==> src/hw/rtl/crrt_pkg.sv <==
// Package for the checked request responder with tone.
// Holds shared constants, register codes, queue entry types and state enums.
// No dependencies.
`timescale 1ns / 1ps

package crrt_pkg;

  // Queue depths (defaults for the top-level parameters)
  localparam int unsigned CmdDepthDef = 2;
  localparam int unsigned OutDepthDef = 4;

  // Configuration port
  localparam int unsigned CfgIdxW  = 3;
  localparam int unsigned CfgDataW = 16;

  // Divider width and register reset values
  localparam int unsigned DivW          = 16;
  localparam logic [7:0]  HdrFirstRst   = 8'hBB;
  localparam logic [7:0]  HdrSecondRst  = 8'hCC;
  localparam logic [7:0]  RplFirstRst   = 8'hAA;
  localparam logic [7:0]  RplSecondRst  = 8'hCC;
  localparam logic [15:0] TickRateRst   = 16'd10000;

  // Request count and tick counter both wrap at this value
  localparam logic [7:0]  CountWrap     = 8'd254;

  typedef enum logic [CfgIdxW-1:0] {
    REG_HEADER_FIRST  = 3'd0,
    REG_HEADER_SECOND = 3'd1,
    REG_REPLY_FIRST   = 3'd2,
    REG_REPLY_SECOND  = 3'd3,
    REG_TICK_RATE     = 3'd4
  } cfg_reg_t;

  // Classified request from the front end
  typedef enum logic [1:0] {
    CMD_TICK  = 2'd0,
    CMD_NOREQ = 2'd1,
    CMD_REQ   = 2'd2
  } cmd_kind_t;

  typedef struct packed {
    cmd_kind_t   kind;
    logic [15:0] freq;
  } cmd_t;

  typedef struct packed {
    logic       tx_valid;
    logic [7:0] tx_byte;
    logic       last;
    logic       speaker;
  } result_t;

  typedef struct packed {
    logic [7:0] header_first;
    logic [7:0] header_second;
  } hdr_cfg_t;

  typedef struct packed {
    logic [7:0]  reply_first;
    logic [7:0]  reply_second;
    logic [15:0] tick_rate;
  } rsp_cfg_t;

  typedef enum logic [1:0] {
    BK_IDLE = 2'd0,
    BK_DIV  = 2'd1,
    BK_EMIT = 2'd2
  } back_state_t;

endpackage

==> src/hw/rtl/crrt_fifo.sv <==
// Small register-based FIFO used for the request queue and the result queue.
// Generic in width and depth; no package dependencies.
`timescale 1ns / 1ps

module crrt_fifo #(
  parameter int unsigned WIDTH = 8,
  parameter int unsigned DEPTH = 2
) (
  input  logic             clk,
  input  logic             rst_n,
  input  logic             push,
  input  logic [WIDTH-1:0] wdata,
  output logic             full,
  input  logic             pop,
  output logic [WIDTH-1:0] rdata,
  output logic             empty
);

  localparam int unsigned PtrW = (DEPTH > 1) ? $clog2(DEPTH) : 1;
  localparam int unsigned CntW = $clog2(DEPTH + 1);

  logic [WIDTH-1:0] mem_r [DEPTH];
  logic [PtrW-1:0]  wr_ptr_r, wr_ptr_nxt;
  logic [PtrW-1:0]  rd_ptr_r, rd_ptr_nxt;
  logic [CntW-1:0]  cnt_r, cnt_nxt;
  logic             do_push, do_pop;

  assign full    = (cnt_r == CntW'(DEPTH));
  assign empty   = (cnt_r == '0);
  assign do_push = push && !full;
  assign do_pop  = pop && !empty;
  assign rdata   = mem_r[rd_ptr_r];

  // Pointer and fill count update
  always_comb begin
    wr_ptr_nxt = wr_ptr_r;
    rd_ptr_nxt = rd_ptr_r;
    cnt_nxt    = cnt_r;
    if (do_push) begin
      wr_ptr_nxt = (wr_ptr_r == PtrW'(DEPTH - 1)) ? '0 : wr_ptr_r + 1'b1;
    end
    if (do_pop) begin
      rd_ptr_nxt = (rd_ptr_r == PtrW'(DEPTH - 1)) ? '0 : rd_ptr_r + 1'b1;
    end
    if (do_push && !do_pop) begin
      cnt_nxt = cnt_r + 1'b1;
    end else if (!do_push && do_pop) begin
      cnt_nxt = cnt_r - 1'b1;
    end
  end

  always_ff @(posedge clk) begin
    if (!rst_n) begin
      wr_ptr_r <= '0;
      rd_ptr_r <= '0;
      cnt_r    <= '0;
    end else begin
      wr_ptr_r <= wr_ptr_nxt;
      rd_ptr_r <= rd_ptr_nxt;
      cnt_r    <= cnt_nxt;
    end
  end

  // Storage, no reset
  always_ff @(posedge clk) begin
    if (do_push) begin
      mem_r[wr_ptr_r] <= wdata;
    end
  end

endmodule

==> src/hw/rtl/crrt_div.sv <==
// Iterative restoring divider, one quotient bit per cycle.
// Depends on crrt_pkg for the operand width.
`timescale 1ns / 1ps

module crrt_div
  import crrt_pkg::*;
(
  input  logic            clk,
  input  logic            rst_n,
  input  logic            start,
  input  logic [DivW-1:0] dividend,
  input  logic [DivW-1:0] divisor,
  output logic            done,
  output logic [DivW-1:0] quotient
);

  localparam int unsigned StepW = $clog2(DivW);

  logic [DivW-1:0]  quo_r, quo_nxt;
  logic [DivW-1:0]  rem_r, rem_nxt;
  logic [DivW-1:0]  dsr_r, dsr_nxt;
  logic [StepW-1:0] step_r, step_nxt;
  logic             busy_r, busy_nxt;
  logic             done_r, done_nxt;
  logic [DivW:0]    shifted, trial;

  assign done     = done_r;
  assign quotient = quo_r;

  // Shift in the next dividend bit and try a subtract
  assign shifted = {rem_r, quo_r[DivW-1]};
  assign trial   = shifted - {1'b0, dsr_r};

  always_comb begin
    quo_nxt  = quo_r;
    rem_nxt  = rem_r;
    dsr_nxt  = dsr_r;
    step_nxt = step_r;
    busy_nxt = busy_r;
    done_nxt = 1'b0;
    if (start) begin
      quo_nxt  = dividend;
      rem_nxt  = '0;
      dsr_nxt  = divisor;
      step_nxt = '0;
      busy_nxt = 1'b1;
    end else if (busy_r) begin
      if (!trial[DivW]) begin
        rem_nxt = trial[DivW-1:0];
        quo_nxt = {quo_r[DivW-2:0], 1'b1};
      end else begin
        rem_nxt = shifted[DivW-1:0];
        quo_nxt = {quo_r[DivW-2:0], 1'b0};
      end
      step_nxt = step_r + 1'b1;
      if (step_r == StepW'(DivW - 1)) begin
        busy_nxt = 1'b0;
        done_nxt = 1'b1;
      end
    end
  end

  always_ff @(posedge clk) begin
    if (!rst_n) begin
      busy_r <= 1'b0;
      done_r <= 1'b0;
      step_r <= '0;
    end else begin
      busy_r <= busy_nxt;
      done_r <= done_nxt;
      step_r <= step_nxt;
    end
  end

  always_ff @(posedge clk) begin
    quo_r <= quo_nxt;
    rem_r <= rem_nxt;
    dsr_r <= dsr_nxt;
  end

endmodule

==> src/hw/rtl/crrt_front.sv <==
// Front end: receive window and request classification.
// Depends on crrt_pkg; feeds the request queue.
`timescale 1ns / 1ps

module crrt_front
  import crrt_pkg::*;
(
  input  logic       clk,
  input  logic       rst_n,
  input  logic       accept,
  input  logic       command,
  input  logic [7:0] rx_byte,
  input  hdr_cfg_t   hdr_cfg,
  output logic       cmd_push,
  output cmd_t       cmd_data
);

  // Oldest byte at index 0
  logic [7:0] win_r   [4];
  logic [7:0] win_nxt [4];
  logic [7:0] sum;
  logic       is_req;

  assign sum    = win_r[0] + win_r[1] + win_r[2] + win_r[3];
  assign is_req = (win_r[0] == hdr_cfg.header_first) &&
                  (win_r[1] == hdr_cfg.header_second) &&
                  (rx_byte == sum);

  // Classify the incoming item
  always_comb begin
    cmd_push      = accept;
    cmd_data.freq = {win_r[3], win_r[2]};
    if (command) begin
      cmd_data.kind = CMD_TICK;
    end else if (is_req) begin
      cmd_data.kind = CMD_REQ;
    end else begin
      cmd_data.kind = CMD_NOREQ;
    end
  end

  // Slide the window on every received byte
  always_comb begin
    win_nxt = win_r;
    if (accept && !command) begin
      win_nxt[0] = win_r[1];
      win_nxt[1] = win_r[2];
      win_nxt[2] = win_r[3];
      win_nxt[3] = rx_byte;
    end
  end

  always_ff @(posedge clk) begin
    if (!rst_n) begin
      win_r <= '{default: 8'd0};
    end else begin
      win_r <= win_nxt;
    end
  end

endmodule

==> src/hw/rtl/crrt_back.sv <==
// Back end: carries out ticks and requests, owns the tone and reply state.
// Depends on crrt_pkg and crrt_div; drains the request queue into the result queue.
`timescale 1ns / 1ps

module crrt_back
  import crrt_pkg::*;
(
  input  logic     clk,
  input  logic     rst_n,
  input  rsp_cfg_t rsp_cfg,
  input  logic     cmd_empty,
  input  cmd_t     cmd_data,
  output logic     cmd_pop,
  input  logic     res_full,
  output logic     res_push,
  output result_t  res_data
);

  back_state_t state_r, state_nxt;
  logic [7:0]  count_r, count_nxt;
  logic [7:0]  rcnt_r, rcnt_nxt;
  logic [7:0]  half_r, half_nxt;
  logic [7:0]  tick_r, tick_nxt;
  logic        spk_r, spk_nxt;
  logic        fzero_r, fzero_nxt;
  logic [1:0]  idx_r, idx_nxt;
  logic [7:0]  count_inc, tick_inc, chk;
  logic        tick_hit;
  logic        div_start, div_done;
  logic [DivW-1:0] div_quo;

  crrt_div u_div (
    .clk      (clk),
    .rst_n    (rst_n),
    .start    (div_start),
    .dividend (rsp_cfg.tick_rate),
    .divisor  (cmd_data.freq),
    .done     (div_done),
    .quotient (div_quo)
  );

  assign count_inc = count_r + 8'd1;
  assign tick_hit  = (half_r != 8'd0) && (tick_r == half_r);
  assign tick_inc  = tick_hit ? 8'd1 : tick_r + 8'd1;
  assign chk       = rsp_cfg.reply_first + rsp_cfg.reply_second + rcnt_r;

  // Sequencer
  always_comb begin
    state_nxt = state_r;
    count_nxt = count_r;
    rcnt_nxt  = rcnt_r;
    half_nxt  = half_r;
    tick_nxt  = tick_r;
    spk_nxt   = spk_r;
    fzero_nxt = fzero_r;
    idx_nxt   = idx_r;
    cmd_pop   = 1'b0;
    res_push  = 1'b0;
    res_data  = '{tx_valid: 1'b0, tx_byte: 8'd0, last: 1'b1, speaker: spk_r};
    div_start = 1'b0;
    case (state_r)
      BK_IDLE: begin
        if (!cmd_empty && !res_full) begin
          cmd_pop = 1'b1;
          case (cmd_data.kind)
            CMD_TICK: begin
              // Toggle on a match, counter runs 1..253
              spk_nxt          = tick_hit ? !spk_r : spk_r;
              tick_nxt         = (tick_inc >= CountWrap) ? 8'd1 : tick_inc;
              res_push         = 1'b1;
              res_data.speaker = spk_nxt;
            end
            CMD_REQ: begin
              rcnt_nxt  = count_inc;
              count_nxt = (count_inc >= CountWrap) ? 8'd0 : count_inc;
              fzero_nxt = (cmd_data.freq == 16'd0);
              div_start = 1'b1;
              state_nxt = BK_DIV;
            end
            default: begin
              res_push = 1'b1;
            end
          endcase
        end
      end
      BK_DIV: begin
        if (div_done) begin
          half_nxt  = fzero_r ? 8'd0 : div_quo[7:0];
          idx_nxt   = 2'd0;
          state_nxt = BK_EMIT;
        end
      end
      BK_EMIT: begin
        // Four reply bytes, last on the checksum
        if (!res_full) begin
          res_push          = 1'b1;
          res_data.tx_valid = 1'b1;
          res_data.last     = (idx_r == 2'd3);
          case (idx_r)
            2'd0:    res_data.tx_byte = rsp_cfg.reply_first;
            2'd1:    res_data.tx_byte = rsp_cfg.reply_second;
            2'd2:    res_data.tx_byte = rcnt_r;
            default: res_data.tx_byte = chk;
          endcase
          idx_nxt = idx_r + 2'd1;
          if (idx_r == 2'd3) begin
            state_nxt = BK_IDLE;
          end
        end
      end
      default: begin
        state_nxt = BK_IDLE;
      end
    endcase
  end

  always_ff @(posedge clk) begin
    if (!rst_n) begin
      state_r <= BK_IDLE;
      count_r <= 8'd0;
      half_r  <= 8'd0;
      tick_r  <= 8'd1;
      spk_r   <= 1'b0;
      idx_r   <= 2'd0;
    end else begin
      state_r <= state_nxt;
      count_r <= count_nxt;
      half_r  <= half_nxt;
      tick_r  <= tick_nxt;
      spk_r   <= spk_nxt;
      idx_r   <= idx_nxt;
    end
  end

  always_ff @(posedge clk) begin
    rcnt_r  <= rcnt_nxt;
    fzero_r <= fzero_nxt;
  end

endmodule

==> src/hw/rtl/checked_request_responder_with_tone_core.sv <==
// Top level of the checked request responder with tone.
// Depends on crrt_pkg, crrt_fifo, crrt_front and crrt_back.
`timescale 1ns / 1ps

// Accepts received bytes and timer ticks through a queue-style input and
// returns results through a queue-style output. A tick or a byte that does
// not complete a request gives one result; a valid request gives four reply
// results and occupies the back end for a bit-serial divide of tick_rate by
// the requested frequency followed by one reply byte per cycle while the
// result queue has room. A request queue of CmdDepth entries lets the input
// keep taking items while the back end works, and a result queue of OutDepth
// entries holds finished results until they are popped. Configuration writes
// are always ready and must be made while the block is idle.
module checked_request_responder_with_tone_core
  import crrt_pkg::*;
#(
  parameter int unsigned CmdDepth = CmdDepthDef,
  parameter int unsigned OutDepth = OutDepthDef
) (
  input  logic                clk,
  input  logic                rst_n,
  // input channel
  input  logic                in_push,
  output logic                in_full,
  input  logic                in_command,
  input  logic [7:0]          in_rx_byte,
  // result channel
  output logic                out_empty,
  input  logic                out_pop,
  output logic                out_tx_valid,
  output logic [7:0]          out_tx_byte,
  output logic                out_last,
  output logic                out_speaker,
  // configuration
  input  logic                cfg_valid,
  output logic                cfg_ready,
  input  logic [CfgIdxW-1:0]  cfg_index,
  input  logic [CfgDataW-1:0] cfg_data
);

  hdr_cfg_t hdr_cfg_r, hdr_cfg_nxt;
  rsp_cfg_t rsp_cfg_r, rsp_cfg_nxt;
  logic     in_accept;
  logic     cmd_push, cmd_full, cmd_empty, cmd_pop;
  cmd_t     cmd_wdata, cmd_rdata;
  logic     res_push, res_full;
  result_t  res_wdata, res_rdata;

  // Configuration registers
  assign cfg_ready = 1'b1;

  always_comb begin
    hdr_cfg_nxt = hdr_cfg_r;
    rsp_cfg_nxt = rsp_cfg_r;
    if (cfg_valid) begin
      case (cfg_reg_t'(cfg_index))
        REG_HEADER_FIRST:  hdr_cfg_nxt.header_first  = cfg_data[7:0];
        REG_HEADER_SECOND: hdr_cfg_nxt.header_second = cfg_data[7:0];
        REG_REPLY_FIRST:   rsp_cfg_nxt.reply_first   = cfg_data[7:0];
        REG_REPLY_SECOND:  rsp_cfg_nxt.reply_second  = cfg_data[7:0];
        REG_TICK_RATE:     rsp_cfg_nxt.tick_rate     = cfg_data[15:0];
        default: begin
        end
      endcase
    end
  end

  always_ff @(posedge clk) begin
    if (!rst_n) begin
      hdr_cfg_r <= '{header_first: HdrFirstRst, header_second: HdrSecondRst};
      rsp_cfg_r <= '{reply_first: RplFirstRst, reply_second: RplSecondRst,
                     tick_rate: TickRateRst};
    end else begin
      hdr_cfg_r <= hdr_cfg_nxt;
      rsp_cfg_r <= rsp_cfg_nxt;
    end
  end

  // Front end
  assign in_full   = cmd_full;
  assign in_accept = in_push && !cmd_full;

  crrt_front u_front (
    .clk      (clk),
    .rst_n    (rst_n),
    .accept   (in_accept),
    .command  (in_command),
    .rx_byte  (in_rx_byte),
    .hdr_cfg  (hdr_cfg_r),
    .cmd_push (cmd_push),
    .cmd_data (cmd_wdata)
  );

  // Request queue between front and back
  crrt_fifo #(
    .WIDTH ($bits(cmd_t)),
    .DEPTH (CmdDepth)
  ) u_cmd_q (
    .clk   (clk),
    .rst_n (rst_n),
    .push  (cmd_push),
    .wdata (cmd_wdata),
    .full  (cmd_full),
    .pop   (cmd_pop),
    .rdata (cmd_rdata),
    .empty (cmd_empty)
  );

  // Back end
  crrt_back u_back (
    .clk       (clk),
    .rst_n     (rst_n),
    .rsp_cfg   (rsp_cfg_r),
    .cmd_empty (cmd_empty),
    .cmd_data  (cmd_rdata),
    .cmd_pop   (cmd_pop),
    .res_full  (res_full),
    .res_push  (res_push),
    .res_data  (res_wdata)
  );

  // Result queue
  crrt_fifo #(
    .WIDTH ($bits(result_t)),
    .DEPTH (OutDepth)
  ) u_res_q (
    .clk   (clk),
    .rst_n (rst_n),
    .push  (res_push),
    .wdata (res_wdata),
    .full  (res_full),
    .pop   (out_pop),
    .rdata (res_rdata),
    .empty (out_empty)
  );

  assign out_tx_valid = res_rdata.tx_valid;
  assign out_tx_byte  = res_rdata.tx_byte;
  assign out_last     = res_rdata.last;
  assign out_speaker  = res_rdata.speaker;

endmodule
==> config.mk <==
export PLATFORM = sky130hd
export DESIGN_NAME = checked_request_responder_with_tone_core
export DESIGN_NICKNAME = d
export VERILOG_FILES = /design/src/hw/rtl/crrt_pkg.sv /design/src/hw/rtl/crrt_fifo.sv /design/src/hw/rtl/crrt_div.sv /design/src/hw/rtl/crrt_front.sv /design/src/hw/rtl/crrt_back.sv /design/src/hw/rtl/checked_request_responder_with_tone_core.sv
export SDC_FILE = /design/constraint.sdc
export NUM_CORES = 1
export LEC_CHECK = 0
export ABC_AREA = 1
export BUFFER_PORTS_ARGS = -buffer_cell sky130_fd_sc_hd__buf_2
export CAP_MARGIN = 20
export CELL_PAD_IN_SITES_DETAIL_PLACEMENT = 1
export CELL_PAD_IN_SITES_GLOBAL_PLACEMENT = 1
export CORE_MARGIN = 8
export CORE_UTILIZATION = 40
export CTS_BUF_LIST = sky130_fd_sc_hd__clkbuf_2
export CTS_CLUSTER_SIZE = 14
export DETAILED_ROUTE_END_ITERATION = 7
export GPL_ROUTABILITY_DRIVEN = 0
export PLACE_DENSITY = 0.75
export SLEW_MARGIN = 10
export SYNTH_ARGS = -nofsm -noshare
export SYNTH_HDL_FRONTEND = slang
export SYNTH_SLANG_ARGS = --single-unit
export TNS_END_PERCENT = 1
==> constraint.sdc <==
create_clock -name clk -period 5.6 [get_ports clk]
set_clock_uncertainty 0.1 [all_clocks]
set_input_delay 1.4 -clock clk [delete_from_list [all_inputs] [get_ports clk]]
set_output_delay 1.4 -clock clk [all_outputs]
set_load 0.005 [all_outputs]
==> out/results.tsv <==
metric	value	unit
final-hold-violation-count	0	
required	4.10	ns
first_iter_violations	434	
critical-path-top-delay-family	flip-flops	
synthMuxAreaShare	1.368	%
maxSlewViolCount	0	
port_buffers	45	
tightest_slew	1.050	ns
dieArea	38990	um2
outcome	finished, final reports clean	
startpoint_type	flip-flop	
ios	47	
synth_edf_count	121	
met3_usage	3.629	%
switching_share	38.70	%
synth_cell_types	45	
ant_nets	0	
drv_cap	0	
cts_buffers	73	
placed_cells	1976	
ys_seq_area_share	49.63	%
cts_setup_buffers	0	
fmax	0.2344	GHz
root_buffer	clkbuf_2	
grt_busiest_layer	met2	
wl	32590	um
fillerInstances	3965	
synthXorXnorAreaFrac	2.898	%
synth-simple-area-share	21.08	%
die_h	197.5	um
slowest_delay	0.77	ns
std_cell_rows	66	
wire_per_inst	15.45	um
synth_adder_area_share	7.828	%
synth_seq_cells	266	
syn_area_per_cell	8.591	um2
reg2reg_slack	2.19	ns
r2r-start	u_front.cmd_data[1]	
grt_max_degree	92	
p_sw	2.321	mW
rsz0062_at_grt	false	
pwr-share-seq	43.7	%
numClockSinks	266	
slowest_stage	dfxtp_1	
synth_top_family_by_area	simple AND/OR/NAND/NOR gates	
end_kind	primary output	
power.share.combinational	32.5	%
finalCritPeriodShare	76.17	%
clock_path_buffers	3	
drc_errors	0	
firstDrtPassIters	4	
grt_use_total	16.98	%
via_per_inst	4.902	
via_count	10338	
setup_tns	0	ns
holdCritStartpoint	u_back.u_div.rem_r[12]	
setup_viol	0	
use_met2	28.61	%
finalInstanceArea	14410	um2
crit_path_cell_trace	inv_1, o21ai_0, o22ai_1, buf_2	
async_reset_ff_share	0	%
crit_type	flip-flop to primary output	
final_cells	2109	
cp_max_fo	23	
final_util	44.39	%
p_leak	6.319	nW
grt_pass1_vias	10837	
dieWidth	197.5	um
ys.flop_type	dfxtp_1	
area_growth	9.377	%
h-tree-depth	3	
relSlewSlack	29.74	%
synth_compound_area_share	9.586	%
ctsHoldBuffers	0	
power_per_cell_area	416.3	nW/um2
syn_inst	1533	
path_clk_slew	0.10	ns
power_frac_clock	23.7	%
core_area	32450	um2
cts_tree	yes	
start_util	40.58	%
nets	1711	
period_minus_slack	4.266	ns
antenna_found_initial	1	
dp_hpwl	23300	um
gr-total-overflow	0	
internal-power	3.676	mW
min_path_type	flip-flop to flip-flop	
synth.cell_area	13170	um2
syn-num-nets	1634	
place_area	13730	um2
grtUsageMet1	21.49	%
cts_resized	0	
critical_path_arrival	2.77	ns
yosys_warnings	0	
drive_above_1_share	12.61	%
grt_pass1_wl	53900	um
ir_drop	166.5	uV
worst-path-buf-inv	2	
clk_latency	0.88	ns
-- cell usage after synthesis (9+ instances only) --
| library cell | count | area [um2] |
|---|---|---|
| nand2_1 | 365 | 1370 |
| inv_1 | 190 | 713.2 |
| nor2_1 | 152 | 570.6 |
| dfxtp_1 | 145 | 2903 |
| edfxtp_1 | 121 | 3633 |
| o21ai_0 | 102 | 510.5 |
| nand3_1 | 97 | 485.5 |
| a21oi_1 | 90 | 450.4 |
| ha_1 | 44 | 550.5 |
| clkbuf_1 | 27 | 101.4 |
| fa_1 | 24 | 480.5 |
| xnor2_1 | 21 | 183.9 |
| xor2_1 | 20 | 175.2 |
| mux2_2 | 16 | 180.2 |
| o22ai_1 | 13 | 81.33 |
| buf_2 | 9 | 45.04 |
| nand4_1 | 9 | 56.30 |
| nor3_1 | 9 | 45.04 |
| o21ai_1 | 9 | 45.04 |
-- per-layer routing --
| layer | share of wire, % | up-vias | wire length, um |
|---|---|---|---|
| li1 | - | 5199 | - |
| met4 | 1.7 | 0 | 563 |
| met2 | 47 | 145 | 15450 |
| met3 | 3.9 | 52 | 1281 |
| met5 | 0 | - | 0 |
| met1 | 47 | 4942 | 15300 |
-- power by group through the flow --
stage          Combinational [mW]  Sequential (mW)  Clock, mW
6_report                     1.95             2.62       1.42
5_1_grt                      2.24             2.66       1.58
4_1_cts                      1.98             2.63       1.49
3_5_place_dp                 1.97             2.67          0
3_3_place_gp                 1.89             2.65          0
2_1_floorplan                1.53             2.56          0
-- path summary, 6_finish.rpt --
check                                end  depth (start not counted)
setup / recovery            out_tx_valid                          4
setup reg to reg    u_cmd_q.mem_r[0][17]                         15
hold reg to reg   u_back.u_div.rem_r[12]                          2
hold / removal    u_back.u_div.rem_r[12]                          2
-- metrics by stage --
stage / worst slack [ns] / power [mW] / hold WS (ns)
after detailed placement: 2.251 / 4.642 / 0.3666
after global placement: 2.346 / 4.543 / 0.3549
after CTS: 1.255 / 6.098 / 0.3695
final: 1.334 / 5.998 / 0.3776
after global routing: 1.082 / 6.480 / 0.3663
after floorplan: 2.488 / 4.094 / 0.3421
-- final cells by class --
| class | count | area, um2 | area share, % |
|---|---|---|---|
| well taps | 442 | 553.0 | 3.839 |
| inverters | 198 | 745.7 | 5.177 |
| diodes | 2 | 5.005 | 0.03474 |
| repair buffers | 50 | 266.5 | 1.850 |
| flip-flops and latches | 266 | 6536 | 45.37 |
| multi-input cells | 1021 | 5635 | 39.12 |
| clock buffers | 118 | 590.6 | 4.100 |
| clock inverters | 12 | 72.57 | 0.5038 |
-- worst register-to-register path, cell delays in order (launching register included) --
cell and delay [ns]:
dfxtp_1 0.37, fa_1 0.56, inv_1 0.06, fa_1 0.50, inv_1 0.04, ha_1 0.23
fa_1 0.43, inv_1 0.10, nand2_1 0.07, nand3b_1 0.08, nand2_1 0.05, nor2_1 0.11
nand2_1 0.06, nor2_1 0.08, nand4_1 0.10, nor3_1 0.28
-- state kept, by name, summed over array words and instances, names as in the netlist, 8 cells and up, named ones only --
signal / count
u_front.win_r: 16
u_back.u_div.rem_r: 16
u_back.count_r: 8
u_back.rcnt_r: 8
u_front.cmd_data: 16
u_cmd_q.mem_r: 36
u_res_q.mem_r: 44
rsp_cfg_r: 32
u_back.u_div.quotient: 16
u_back.tick_r: 8
u_back.u_div.dsr_r: 16
hdr_cfg_r: 16
u_back.half_r: 8
-- cells in the final DEF, fill, tap and decap left out, drive strengths merged, types with 11 or more instances in the layout --
cell    netlist  layout
o21ai       112     112
edfxtp      121     121
nand3        97      97
nor3         11      11
a21oi        91      91
nor2        159     159
clkinv        2      11
fa           24      24
dfxtp       145     145
buf          20      50
clkbuf       28     118
inv         196     198
mux2         16      16
o22ai        13      13
xor2         20      20
ha           44      44
nand2       369     369
xnor2        21      21
-- kinds of logic (layout without fill, tap and decap cells) --
logic type,Yosys count,after routing
fa+ha+maj,68,68
buf+inv,246,378
simple gates,658,658
mux,16,16
xor+xnor,42,42
other cells,1,3
flops,266,266
compound gates,236,236
(Power assumes the default switching activity.)
